**src/random_cycle_permutation_engine_top_macros.svh**
```systemverilog
// Assertion macros used by the permutation engine top level.
`ifndef RANDOM_CYCLE_PERMUTATION_ENGINE_TOP_MACROS_SVH
`define RANDOM_CYCLE_PERMUTATION_ENGINE_TOP_MACROS_SVH

// The consequent must hold in the same cycle as the antecedent.
`define RCPE_ASSERT_SAME(lbl, clk, rst_n, ante, cons, msg) \
    lbl: assert property (@(posedge clk) disable iff (!rst_n) (ante) |-> (cons)) \
        else $error(msg);

// The consequent must hold in the cycle after the antecedent.
`define RCPE_ASSERT_NEXT(lbl, clk, rst_n, ante, cons, msg) \
    lbl: assert property (@(posedge clk) disable iff (!rst_n) (ante) |=> (cons)) \
        else $error(msg);

`endif

```
**src/rcpe_pkg.sv**
```systemverilog
// Package with the field widths, constants and state type of the permutation engine.
package rcpe_pkg;

    // Field widths of the input, result and configuration words.
    localparam int ACT_W  = 2;
    localparam int CNT_W  = 13;
    localparam int IDX_W  = 12;
    localparam int STP_W  = 32;
    localparam int VAL_W  = 12;
    localparam int SEED_W = 64;

    // Action codes.
    localparam logic [ACT_W-1:0] ACT_BUILD = 2'd0;
    localparam logic [ACT_W-1:0] ACT_READ  = 2'd1;
    localparam logic [ACT_W-1:0] ACT_CHASE = 2'd2;

    // Generator constants.
    localparam logic [SEED_W-1:0] SEED_RESET   = 64'h9E37_79B9_7F4A_7C15;
    localparam logic [SEED_W-1:0] SCRAMBLE_MUL = 64'h2545_F491_4F6C_DD1D;

    // Sequencer states.
    typedef enum logic [3:0] {
        S_IDLE,
        S_FILL,
        S_GEN,
        S_MUL,
        S_MOD,
        S_RDI,
        S_RDJ,
        S_WRI,
        S_WRJ,
        S_CHMOD,
        S_CH_RD,
        S_CH_DAT,
        S_RD,
        S_RD_DAT,
        S_DONE
    } t_state;

endpackage

```
**src/rcpe_div.sv**
```systemverilog
// Iterative restoring divider that returns the remainder of a 64-bit dividend.
module rcpe_div (
    input  logic                       i_clk,
    input  logic                       i_rst_n,
    input  logic                       i_start,
    input  logic [63:0]                i_dividend,
    input  logic [rcpe_pkg::CNT_W-1:0] i_divisor,
    output logic                       o_done,
    output logic [rcpe_pkg::CNT_W-1:0] o_rem
);

    localparam int DVD_W = 64;
    localparam int CW    = $clog2(DVD_W);

    logic                       r_busy;
    logic                       r_done;
    logic [CW-1:0]              r_cnt;
    logic [DVD_W-1:0]           r_dvd;
    logic [rcpe_pkg::CNT_W-1:0] r_dvs;
    logic [rcpe_pkg::CNT_W-1:0] r_rem;

    logic [rcpe_pkg::CNT_W:0]   trial;
    logic [rcpe_pkg::CNT_W-1:0] n_rem;

    // One quotient bit per cycle: shift in the next dividend bit, subtract if it fits.
    always_comb begin
        trial = {r_rem, r_dvd[DVD_W-1]};
        if (trial >= {1'b0, r_dvs}) begin
            n_rem = rcpe_pkg::CNT_W'(trial - {1'b0, r_dvs});
        end else begin
            n_rem = rcpe_pkg::CNT_W'(trial);
        end
    end

    // Control flags.
    always_ff @(posedge i_clk) begin
        if (!i_rst_n) begin
            r_busy <= 1'b0;
            r_done <= 1'b0;
        end else begin
            r_done <= 1'b0;
            if (i_start) begin
                r_busy <= 1'b1;
            end else if (r_busy && r_cnt == '0) begin
                r_busy <= 1'b0;
                r_done <= 1'b1;
            end
        end
    end

    // Datapath registers.
    always_ff @(posedge i_clk) begin
        if (i_start) begin
            r_cnt <= CW'(DVD_W - 1);
            r_dvd <= i_dividend;
            r_dvs <= i_divisor;
            r_rem <= '0;
        end else if (r_busy) begin
            r_cnt <= r_cnt - 1'b1;
            r_dvd <= {r_dvd[DVD_W-2:0], 1'b0};
            r_rem <= n_rem;
        end
    end

    assign o_done = r_done;
    assign o_rem  = r_rem;

endmodule

```
**config.mk**
```make
export PLATFORM = sky130hd
export DESIGN_NAME = rcpe_div
export DESIGN_NICKNAME = d
export VERILOG_FILES = /design/src/random_cycle_permutation_engine_top_macros.svh /design/src/rcpe_pkg.sv /design/src/rcpe_div.sv
export SDC_FILE = /design/constraint.sdc
export NUM_CORES = 1
export LEC_CHECK = 0
export ABC_CLOCK_PERIOD_IN_PS = 4880
export BUFFER_PORTS_ARGS = -buffer_cell sky130_fd_sc_hd__buf_2
export CORE_ASPECT_RATIO = 0.8
export CORE_MARGIN = 1.5
export CORE_UTILIZATION = 49
export DETAILED_ROUTE_END_ITERATION = 8
export PLACE_DENSITY = 0.76
export RECOVER_POWER = 25
export SLEW_MARGIN = 30
export SYNTH_ARGS = -nofsm -noshare
export SYNTH_HDL_FRONTEND = slang
export SYNTH_SLANG_ARGS = --single-unit
```
**constraint.sdc**
```tcl
create_clock -name i_clk -period 4.88 [get_ports i_clk]
set_clock_uncertainty 0.15 [all_clocks]
set_input_delay 0.488 -clock i_clk [delete_from_list [all_inputs] [get_ports i_clk]]
set_output_delay 0.488 -clock i_clk [all_outputs]
set_load 0.02 [all_outputs]
```
==> flow_metrics.py, run 1 <==
metrics = {
    "outcome": {
        "run_status": "completed",
    },
    "clock_tree": {
        "post-cts-setup-buffer-count": 0,
        "cts_num_sinks": 98,
        "htree_num_levels": 3,
        "cts_inserted_buffers": 9,
        "clock_tree.buffer_depth": 2,
        "post_cts_resize_count": 0,
        "clock-root-buffer": "sky130_fd_sc_hd__clkbuf_16",
        "clock_insertion_delay_worst_skew_ps": 340,
        "hold_bufs_at_cts": 0,
        "clkTransAtPathRegs_ps": 70,
        "tritoncts": "yes",
    },
    "synthesis": {
        "synth_area_leader_cell": "sky130_fd_sc_hd__edfxtp_1",
        "syn_inst": 361,
        "synth-warning-count": 0,
        "synth.ff_latch_count": 98,
        "synth-edff-count": 77,
        "yosysSeqAreaShare": 0.5699,
        "post_synth_main_area_contributors": "sky130_fd_sc_hd__edfxtp_1 (48%), sky130_fd_sc_hd__mux2_2 (15%), sky130_fd_sc_hd__dfxtp_1 (8.8%)",
        "postSynth.topFlopCell": "sky130_fd_sc_hd__edfxtp_1",
        "async_flop_share": 0,
        "synthesis.area_per_instance_um2": 13.28,
        "synth_nets": 456,
        "ys_types": 61,
        "synth.top_cell.area_share": 0.4823,
        "synthesis.area_um2": 4795,
    },
    "setup_path": {
        "crit_path_max_incr_delay_ps": 460,
        "worstReg2RegEnd": "o_rem[5]$_SDFFE_PP0P_",
        "timing.reg2reg.setup_slack_ps": 1900,
        "critical_path.max_fanout": 11,
        "critical_path.startpoint_type": "flip-flop",
        "ff2ff_path_depth": 10,
        "cp-end-kind": "flip-flop",
        "timing_worst_setup_path_type": "flip-flop to flip-flop",
        "cp_cell_sequence": "inv_1 -> ha_1 -> fa_1 -> nor2b_4 -> o211a_1 -> nor3_2 -> o31a_1 -> a21boi_2 -> o21ai_1 -> a311oi_1",
        "crit_required_ps": 4970,
        "worstReg2RegStart": "r_dvd[63]$_DFFE_PP_",
        "timing.critical_path.arrival_ps": 3070,
        "critical_path.slowest_cell": "sky130_fd_sc_hd__a21boi_2",
    },
    "floorplan": {
        "die_h_um": 91.48,
        "fp-row-count": 32,
        "coreArea_um2": 9569,
        "floorplan.die_area_um2": 10390,
        "floorplan.initialDensity": 0.5010,
        "ios": 94,
        "floorplan.die.width_um": 113.6,
    },
    "placement": {
        "gp_congestion": 0.8481,
        "dp.final_hpwl_um": 6761,
        "place_area_um2": 5339,
        "post-place-cells": 561,
        "numPortBuffers": 93,
        "dp_slack_ps": 1798,
    },
    "sta": {
        "final_min_period_over_clock_period": 0.6115,
        "worst_slack_ps": 1896,
        "post-route-min-period_ps": 2984,
        "max_freq_mhz": 335.1,
        "finalHoldViolations": 0,
        "finish_stage_setup_viols": 0,
        "grt_setup_unrepaired": "false",
        "timing.max_slew.rel_slack": 0.4211,
        "finalHoldWorstSlack_ps": 165.8,
        "actual_transition_at_the_worst_max_transition_pin_ps": 867.1,
        "slew_viol_final": 0,
        "setup-tns-final_ps": 0,
    },
    "power_and_ir_drop": {
        "clockPowerShare": 0.337,
        "power_switching_mw": 0.5377,
        "power_switching_share": 0.2565,
        "power.static_leakage_nw": 2.256,
        "power_density_nw_per_um2": 372.0,
        "power.internal_mw": 1.558,
        "combinationalPowerShare": 0.169,
        "power.total_mw": 2.096,
        "p_seq_frac": 0.493,
        "power.ir.vdd_worst_v": 0.0002501,
    },
    "finish": {
        "flow.area_growth_from_synthesis_pct": 17.51,
        "n_antenna_cell": 0,
        "layout.cell_area.non_filler_um2": 5634,
        "drive_above_1_share": 0.4017,
        "final_cell_count_without_fillers": 577,
        "utilization": 0.5888,
        "layout.nets": 548,
    },
    "routing": {
        "routed_wire_length_um": 9718,
        "drt-wirelength-per-cell_um": 16.84,
        "drcViolationCount": 0,
        "number_of_detailed_route_iterations_in_the_first_pass": 4,
        "drtAntennaViolNets": 0,
        "dr.first_iter.drc_count": 168,
        "routed_via_density": 5.588,
        "vias": 3224,
    },
    "global_routing": {
        "grt_overflow_total": 0,
        "pin_count_of_the_biggest_net_entering_global_routing": 54,
        "first_pass_grt_wire_length_um": 15880,
        "grt_pass1_vias": 3239,
        "grt.total_usage": 0.1985,
        "antenna_found_initial": 0,
    },
    "worst_hold_path": {
        "hold_path.startpoint": "i_divisor[5]",
        "hold-path-endpoint": "r_dvs[5]$_DFFE_PP_",
        "worstHoldPathCells": 1,
        "hold_class": "primary input to flip-flop",
    },
    "flow_run": {
        "cap_viol_max_count": 0,
    },
}
[power by group through the flow]
stage	Sequential, mW	Clock [mW]	Combinational (mW)
floorplan	1.05	0	0.249
global placement	1.05	0	0.342
detailed placement	1.05	0	0.352
CTS	1.03	0.724	0.356
global route	1.04	0.752	0.391
finish	1.03	0.707	0.355
[placed cells by master, fill, tap and decap left out, drive strengths merged, types with 3 or more instances in the layout]
cell type,n
o21ai,11
clkinv,5
nor2,18
edfxtp,77
clkbuf,15
a21boi,3
o211ai,3
nand2,20
dfxtp,21
nor4,5
mux2,63
a21oi,12
nand3,11
or3,3
a311oi,7
a211oi,3
buf,92
xnor2,8
nor3,4
ha,14
a21o,5
o21a,5
inv,18
[worst max-delay path: cells and delay by family, from the launching register on]
family / cells / cell delay, ps
DFF: 1 / 360
and+or+nand+nor: 2 / 220
AOI/OAI and AO/OA: 5 / 1440
buffers and inverters: 1 / 50
adders and majority gates: 2 / 650
[flip-flops by register name, summed over array words and instances, names as in the netlist]
signal  flops
r_dvs      13
o_done      1
r_busy      1
r_dvd      64
r_cnt       6
o_rem      13
[area by class of cell]
class | instances | area, µm²
Fill cell | 787 | 3935
Sequential cell | 98 | 2733
Multi-Input combinational cell | 227 | 1889
Timing Repair Buffer | 97 | 491.7
Clock buffer | 10 | 229.0
Tap cell | 119 | 148.9
Inverter | 20 | 75.07
Clock inverter | 6 | 67.56
[synth_stat cells (3+ instances only)]
cell,n
sky130_fd_sc_hd__edfxtp_1,77
sky130_fd_sc_hd__mux2_2,63
sky130_fd_sc_hd__dfxtp_1,21
sky130_fd_sc_hd__nand2_1,20
sky130_fd_sc_hd__inv_1,18
sky130_fd_sc_hd__nor2_1,18
sky130_fd_sc_hd__ha_1,14
sky130_fd_sc_hd__a21oi_1,11
sky130_fd_sc_hd__nand3_1,11
sky130_fd_sc_hd__xnor2_1,8
sky130_fd_sc_hd__a311oi_1,6
sky130_fd_sc_hd__o21ai_1,6
sky130_fd_sc_hd__a21o_1,5
sky130_fd_sc_hd__buf_6,5
sky130_fd_sc_hd__o21a_1,5
sky130_fd_sc_hd__clkbuf_1,4
sky130_fd_sc_hd__nor4_1,4
sky130_fd_sc_hd__o21ai_0,4
sky130_fd_sc_hd__buf_1,3
sky130_fd_sc_hd__buf_2,3
sky130_fd_sc_hd__nor3_1,3
sky130_fd_sc_hd__o211ai_1,3
[per-layer routing]
metal,GRT usage,part of all wire,up-vias
met5,0,0,-
met4,0.06458,0.012,0
met3,0.07877,0.098,13
met2,0.2987,0.46,117
met1,0.2632,0.43,1539
li1,-,-,1555
[worst max path at each step]
stage                        startpoint               endpoint
floorplan                       i_start  o_rem[1]$_SDFFE_PP0P_
global placement    r_busy$_SDFFE_PN0P_    r_dvd[32]$_DFFE_PP_
detailed placement  r_busy$_SDFFE_PN0P_    r_dvd[33]$_DFFE_PP_
CTS                 r_busy$_SDFFE_PN0P_    r_dvd[33]$_DFFE_PP_
global route        r_dvd[63]$_DFFE_PP_  o_rem[5]$_SDFFE_PP0P_
finish              r_dvd[63]$_DFFE_PP_  o_rem[5]$_SDFFE_PP0P_
[logic make-up (layout without fill, tap and decap cells)]
family	Yosys count	in the layout	share of synthesized area
xor+xnor	10	10	0.01827
compound gates	66	66	0.1070
simple gates	72	72	0.07646
mux	64	64	0.1501
flops	98	98	0.5699
fa+ha+maj	15	15	0.04071
buf+inv	36	133	0.03758
(Power assumes the default switching activity.)
==> run 2: changes to the inputs <==
ABC_CLOCK_PERIOD_IN_PS = 3000   (was 4880)
clock period = 3 ns   (was 4.88 ns; I/O delays follow)
==> flow_metrics.py, run 2 (synthesis results as in run 1) <==
metrics = {
    "outcome": {
        "run_status": "completed",
    },
    "finish": {
        "drive_above_1_share": 0.4000,
        "layout.nets": 565,
        "n_fill_cell": 763,
        "seq_area_um2": 2733,
        "layout.cells.most_common": "sky130_fd_sc_hd__buf_2",
        "utilization": 0.6062,
        "n_antenna_cell": 0,
        "flow.area_growth_from_synthesis_pct": 20.98,
        "mostFrequentLayoutCells": "sky130_fd_sc_hd__buf_2 (90), sky130_fd_sc_hd__edfxtp_1 (77), sky130_fd_sc_hd__mux2_2 (63), sky130_fd_sc_hd__dfxtp_1 (21), sky130_fd_sc_hd__nand2_1 (19)",
        "register_name_with_the_most_flops": "r_dvd",
        "multi_input_area_um2": 1892,
        "largest_register_ff_count": 64,
    },
    "setup_path": {
        "ff2ff_path_depth": 11,
        "timing_worst_setup_path_type": "flip-flop to flip-flop",
        "timing.critical_path.arrival_ps": 2900,
        "critical_path.startpoint_type": "flip-flop",
        "cp-end-kind": "flip-flop",
        "timing.reg2reg.setup_slack_ps": 180,
        "worstReg2RegEnd": "o_rem[3]$_SDFFE_PP0P_",
        "critical_path.max_fanout": 7,
        "crit_required_ps": 3080,
        "worstReg2RegStart": "r_dvd[63]$_DFFE_PP_",
    },
    "clock_tree": {
        "clock_tree.buffer_depth": 2,
        "clkTransAtPathRegs_ps": 70,
        "tritoncts": "yes",
        "clock_insertion_delay_worst_skew_ps": 340,
        "htree_num_levels": 3,
        "clock-root-buffer": "sky130_fd_sc_hd__clkbuf_16",
        "cts_num_sinks": 98,
        "post-cts-setup-buffer-count": 0,
        "cts_inserted_buffers": 9,
    },
    "global_routing": {
        "grt.total_usage": 0.1932,
        "antenna_found_initial": 0,
        "grt_pass1_vias": 3249,
        "pin_count_of_the_biggest_net_entering_global_routing": 90,
        "first_pass_grt_wire_length_um": 15730,
        "grt_overflow_total": 0,
    },
    "flow_run": {
        "cap_viol_max_count": 0,
    },
    "sta": {
        "final_min_period_over_clock_period": 0.9391,
        "post-route-min-period_ps": 2817,
        "setup-tns-final_ps": 0,
        "worst_slack_ps": 182.8,
        "actual_transition_at_the_worst_max_transition_pin_ps": 847.5,
        "grt_setup_unrepaired": "false",
        "timing.max_slew.rel_slack": 0.4338,
        "slew_viol_final": 0,
        "finish_stage_setup_viols": 0,
        "max_freq_mhz": 355.0,
        "finalHoldViolations": 0,
    },
    "floorplan": {
        "floorplan.die_area_um2": 10390,
        "fp-row-count": 32,
        "die_h_um": 91.48,
        "floorplan.die.width_um": 113.6,
        "floorplan.initialDensity": 0.5010,
        "coreArea_um2": 9569,
        "ios": 94,
    },
    "routing": {
        "number_of_detailed_route_iterations_in_the_first_pass": 4,
        "routed_wire_length_um": 9566,
        "drcViolationCount": 0,
        "dr.first_iter.drc_count": 145,
        "drt-wirelength-per-cell_um": 16.10,
        "routed_via_density": 5.520,
        "vias": 3279,
        "drtAntennaViolNets": 0,
    },
    "power_and_ir_drop": {
        "power.ir.vdd_worst_v": 0.0003406,
        "power_density_nw_per_um2": 581.7,
        "power.static_leakage_nw": 2.339,
        "power.total_mw": 3.374,
    },
    "placement": {
        "numPortBuffers": 93,
        "dp_slack_ps": 215.1,
        "gp_congestion": 0.8495,
        "dp.final_hpwl_um": 6291,
    },
    "worst_hold_path": {
        "worstHoldPathCells": 3,
        "hold_path.startpoint": "i_rst_n",
        "hold-path-endpoint": "r_busy$_SDFFE_PN0P_",
        "hold_class": "primary input to flip-flop",
    },
}
## run 2: cell type report
cell class | instances | area share
multi-input cells | 227 | 0.3261
clock buffers | 9 | 0.03883
well taps | 119 | 0.02567
inverters | 20 | 0.01294
clock inverters | 7 | 0.01143
repair buffers | 114 | 0.1139
flip-flops and latches | 98 | 0.4711
## run 2: layer usage
layer  vias to the layer above  wire length (µm)  track usage
met5                         -                 0            0
met4                         0                89      0.05833
met3                         9               752      0.06809
met2                       105              4552       0.3067
met1                      1584              4172       0.2491
li1                       1581                 -            -
## run 2: worst max-delay path: stages (launching register included)
cell                       delay (ps)
sky130_fd_sc_hd__edfxtp_1         370
sky130_fd_sc_hd__inv_1             50
sky130_fd_sc_hd__ha_1             210
sky130_fd_sc_hd__fa_1             440
sky130_fd_sc_hd__nor2b_4          160
sky130_fd_sc_hd__o211a_1          180
sky130_fd_sc_hd__nor3_2            60
sky130_fd_sc_hd__o31a_1           320
sky130_fd_sc_hd__a21boi_2         170
sky130_fd_sc_hd__buf_4            180
sky130_fd_sc_hd__o21ai_1           80
sky130_fd_sc_hd__a311oi_1         340
## run 2: where the power goes
part / internal [mW] / switching, mW / total, mW
clock: 0.578 / 0.525 / 1.10
sequential: 1.62 / 0.0532 / 1.67
combinational: 0.283 / 0.316 / 0.598
total: 2.48 / 0.894 / 3.37
## run 2: what timing repair did
item | CTS | global route
gates resized for setup | 0 | 1
setup endpoints to repair | 0 | 3
hold endpoints to repair | 13 | 0
hold buffers | 13 | 0
## run 2: worst max path at each step
stage	startpoint	to	slack, ps
3_3_place_gp	r_dvd[63]$_DFFE_PP_	o_rem[9]$_SDFFE_PP0P_	270
2_1_floorplan	i_start	o_rem[1]$_SDFFE_PP0P_	170
4_1_cts	r_dvd[63]$_DFFE_PP_	o_rem[9]$_SDFFE_PP0P_	180
5_1_grt	r_dvd[63]$_DFFE_PP_	o_rem[3]$_SDFFE_PP0P_	30
3_5_place_dp	r_dvd[63]$_DFFE_PP_	o_rem[9]$_SDFFE_PP0P_	220
6_report	r_dvd[63]$_DFFE_PP_	o_rem[3]$_SDFFE_PP0P_	180
## run 2: through the flow
step	cell area, µm²	instances	hold slack (ps)
final	5801	594	44.86
after global routing	5801	594	55.78
after CTS	5803	594	29.74
after detailed placement	5381	565	328.4
after global placement	5381	565	307.0
after floorplan	4795	361	248.9
==> run 3: changes to the inputs <==
SETUP_SLACK_MARGIN = 0.2   (was default)
==> flow_metrics.py, run 3 (synthesis results as in run 1) <==
metrics = {
    "clock_tree": {
        "clock_tree.buffer_depth": 2,
        "cts_num_sinks": 98,
        "cts_inserted_buffers": 9,
        "htree_num_levels": 3,
        "tritoncts": "yes",
        "clock-root-buffer": "sky130_fd_sc_hd__clkbuf_16",
        "clock_insertion_delay_worst_skew_ps": 340,
        "clkTransAtPathRegs_ps": 70,
    },
    "power_and_ir_drop": {
        "p_seq_frac": 0.484,
        "power_density_nw_per_um2": 586.9,
        "power.internal_mw": 2.575,
        "combinationalPowerShare": 0.179,
        "power_switching_mw": 0.8804,
        "clockPowerShare": 0.337,
        "power.ir.vdd_worst_v": 0.0003854,
        "power_switching_share": 0.2548,
        "power.static_leakage_nw": 2.393,
    },
    "global_routing": {
        "grt_overflow_total": 0,
        "antenna_found_initial": 0,
        "grt.total_usage": 0.1939,
        "grt_pass1_vias": 3204,
        "first_pass_grt_wire_length_um": 15640,
        "pin_count_of_the_biggest_net_entering_global_routing": 90,
    },
    "routing": {
        "vias": 3249,
        "drt-wirelength-per-cell_um": 15.81,
        "dr.first_iter.drc_count": 109,
        "drcViolationCount": 0,
        "routed_via_density": 5.397,
        "routed_wire_length_um": 9515,
        "number_of_detailed_route_iterations_in_the_first_pass": 4,
        "drtAntennaViolNets": 0,
    },
    "worst_hold_path": {
        "hold_path.startpoint": "i_rst_n",
        "hold_class": "primary input to flip-flop",
        "hold-path-endpoint": "r_busy$_SDFFE_PN0P_",
        "worstHoldPathCells": 3,
    },
    "sta": {
        "post-route-min-period_ps": 2724,
        "grt_setup_unrepaired": "false",
        "final_min_period_over_clock_period": 0.9081,
        "finalHoldViolations": 0,
        "timing.max_slew.rel_slack": -0.3900,
        "finish_stage_setup_viols": 0,
        "max_freq_mhz": 367.1,
        "slew_viol_final": 90,
        "actual_transition_at_the_worst_max_transition_pin_ps": 2085,
        "setup-tns-final_ps": 0,
    },
    "flow_run": {
        "cap_viol_max_count": 1,
    },
    "outcome": {
        "run_status": "finished, violations left",
        "failed_checks": "max-capacitance violations, max-slew violations",
    },
    "finish": {
        "n_antenna_cell": 0,
        "utilization": 0.6152,
        "mostFrequentLayoutCells": "sky130_fd_sc_hd__buf_2 (91), sky130_fd_sc_hd__edfxtp_1 (77), sky130_fd_sc_hd__mux2_2 (63), sky130_fd_sc_hd__dfxtp_1 (21), sky130_fd_sc_hd__nand2_1 (19)",
        "layout.cells.most_common": "sky130_fd_sc_hd__buf_2",
        "register_name_with_the_most_flops": "r_dvd",
        "multi_input_area_um2": 1906,
        "drive_above_1_share": 0.4182,
        "flow.area_growth_from_synthesis_pct": 22.78,
        "layout.nets": 573,
        "final_cell_count_without_fillers": 602,
        "seq_area_um2": 2733,
        "largest_register_ff_count": 64,
        "n_fill_cell": 755,
    },
    "setup_path": {
        "critical_path.max_fanout": 5,
        "ff2ff_path_depth": 12,
        "timing.critical_path.arrival_ps": 2700,
        "worstReg2RegStart": "r_dvd[63]$_DFFE_PP_",
        "crit_family": "compound AO/OA/AOI/OAI gates",
        "timing.reg2reg.setup_slack_ps": 280,
        "crit_path_max_incr_delay_ps": 390,
        "cp_cell_sequence": "inv_1 -> ha_2 -> fa_2 -> nor2b_4 -> o211a_1 -> nor3_2 -> o31ai_4 -> o21ai_4 -> buf_12 -> buf_4 -> nand3_1 -> a311oi_1",
        "timing_worst_setup_path_type": "flip-flop to flip-flop",
        "critical_path.slowest_cell": "sky130_fd_sc_hd__fa_2",
        "worstReg2RegEnd": "o_rem[3]$_SDFFE_PP0P_",
        "cp-end-kind": "flip-flop",
        "critical_path.startpoint_type": "flip-flop",
        "crit_required_ps": 2980,
        "cp_num_buf_inv": 3,
    },
    "placement": {
        "gp_congestion": 0.8613,
        "numPortBuffers": 93,
        "dp.final_hpwl_um": 6278,
        "post-place-cells": 564,
    },
    "floorplan": {
        "ios": 94,
        "floorplan.die.width_um": 113.6,
        "floorplan.initialDensity": 0.5010,
        "floorplan.die_area_um2": 10390,
        "fp-row-count": 32,
        "die_h_um": 91.48,
        "coreArea_um2": 9569,
    },
}
[run 3: through the flow]
stage | cell area, µm² | setup WS, ps | power, mW | hold slack, ps
3_5_place_dp | 5374 | 147.6 | 2.279 | 320.0
4_1_cts | 5816 | 236.6 | 3.471 | 26.46
2_1_floorplan | 4797 | 400.8 | 2.111 | 248.9
3_3_place_gp | 5374 | 266.3 | 2.261 | 306.3
6_report | 5887 | 275.8 | 3.455 | 36.98
5_1_grt | 5887 | 171.8 | 3.618 | 52.06
[run 3: repair_timing]
| action | CTS | global route |
|---|---|---|
| hold endpoints to repair | 13 | 0 |
| gates resized for setup | 2 | 2 |
| endpoints found under the setup margin | 4 | 8 |
| hold buffers | 13 | 0 |
| setup buffers | 0 | 8 |
| pin swaps | 0 | 4 |
| gates cloned | 0 | 1 |
[run 3: worst max path at each step]
| stage | start | endpoint | slack (ps) | depth (start not counted) |
|---|---|---|---|---|
| after detailed placement | r_dvd[63]$_DFFE_PP_ | o_rem[0]$_SDFFE_PP0P_ | 150 | 10 |
| after global placement | r_dvd[63]$_DFFE_PP_ | o_rem[0]$_SDFFE_PP0P_ | 270 | 10 |
| final | r_dvd[63]$_DFFE_PP_ | o_rem[3]$_SDFFE_PP0P_ | 280 | 12 |
| after global routing | r_dvd[63]$_DFFE_PP_ | o_rem[0]$_SDFFE_PP0P_ | 170 | 11 |
| after CTS | r_dvd[63]$_DFFE_PP_ | o_rem[0]$_SDFFE_PP0P_ | 240 | 11 |
| after floorplan | o_rem[0]$_SDFFE_PP0P_ | o_rem[11]$_SDFFE_PP0P_ | 400 | 10 |
[run 3: power by group through the flow]
stage | Clock [mW] | Sequential [mW] | Combinational, mW
6_report | 1.16 | 1.67 | 0.619
5_1_grt | 1.25 | 1.69 | 0.686
4_1_cts | 1.20 | 1.67 | 0.597
3_5_place_dp | 0 | 1.70 | 0.579
3_3_place_gp | 0 | 1.70 | 0.565
2_1_floorplan | 0 | 1.71 | 0.406
[run 3: area by class of cell]
class,instances,share of cell area
inverters,20,0.01275
multi-input cells,228,0.3237
well taps,119,0.02529
clock buffers,9,0.03826
flip-flops and latches,98,0.4642
repair buffers,121,0.1228
clock inverters,7,0.01296
[run 3: tightest hold or removal path, stage by stage]
cell,delay (ps)
sky130_fd_sc_hd__buf_2,100
sky130_fd_sc_hd__nand2_1,50
sky130_fd_sc_hd__a21oi_1,40
[run 3: layer usage]
layer / up-vias / routed length, µm / GRT usage / share of wire
met4: 0 / 107 / 0.07188 / 0.011
met1: 1547 / 4260 / 0.2562 / 0.45
met5: - / 0 / 0 / 0
met3: 12 / 661 / 0.06809 / 0.069
li1: 1601 / - / - / -
met2: 89 / 4486 / 0.2947 / 0.47
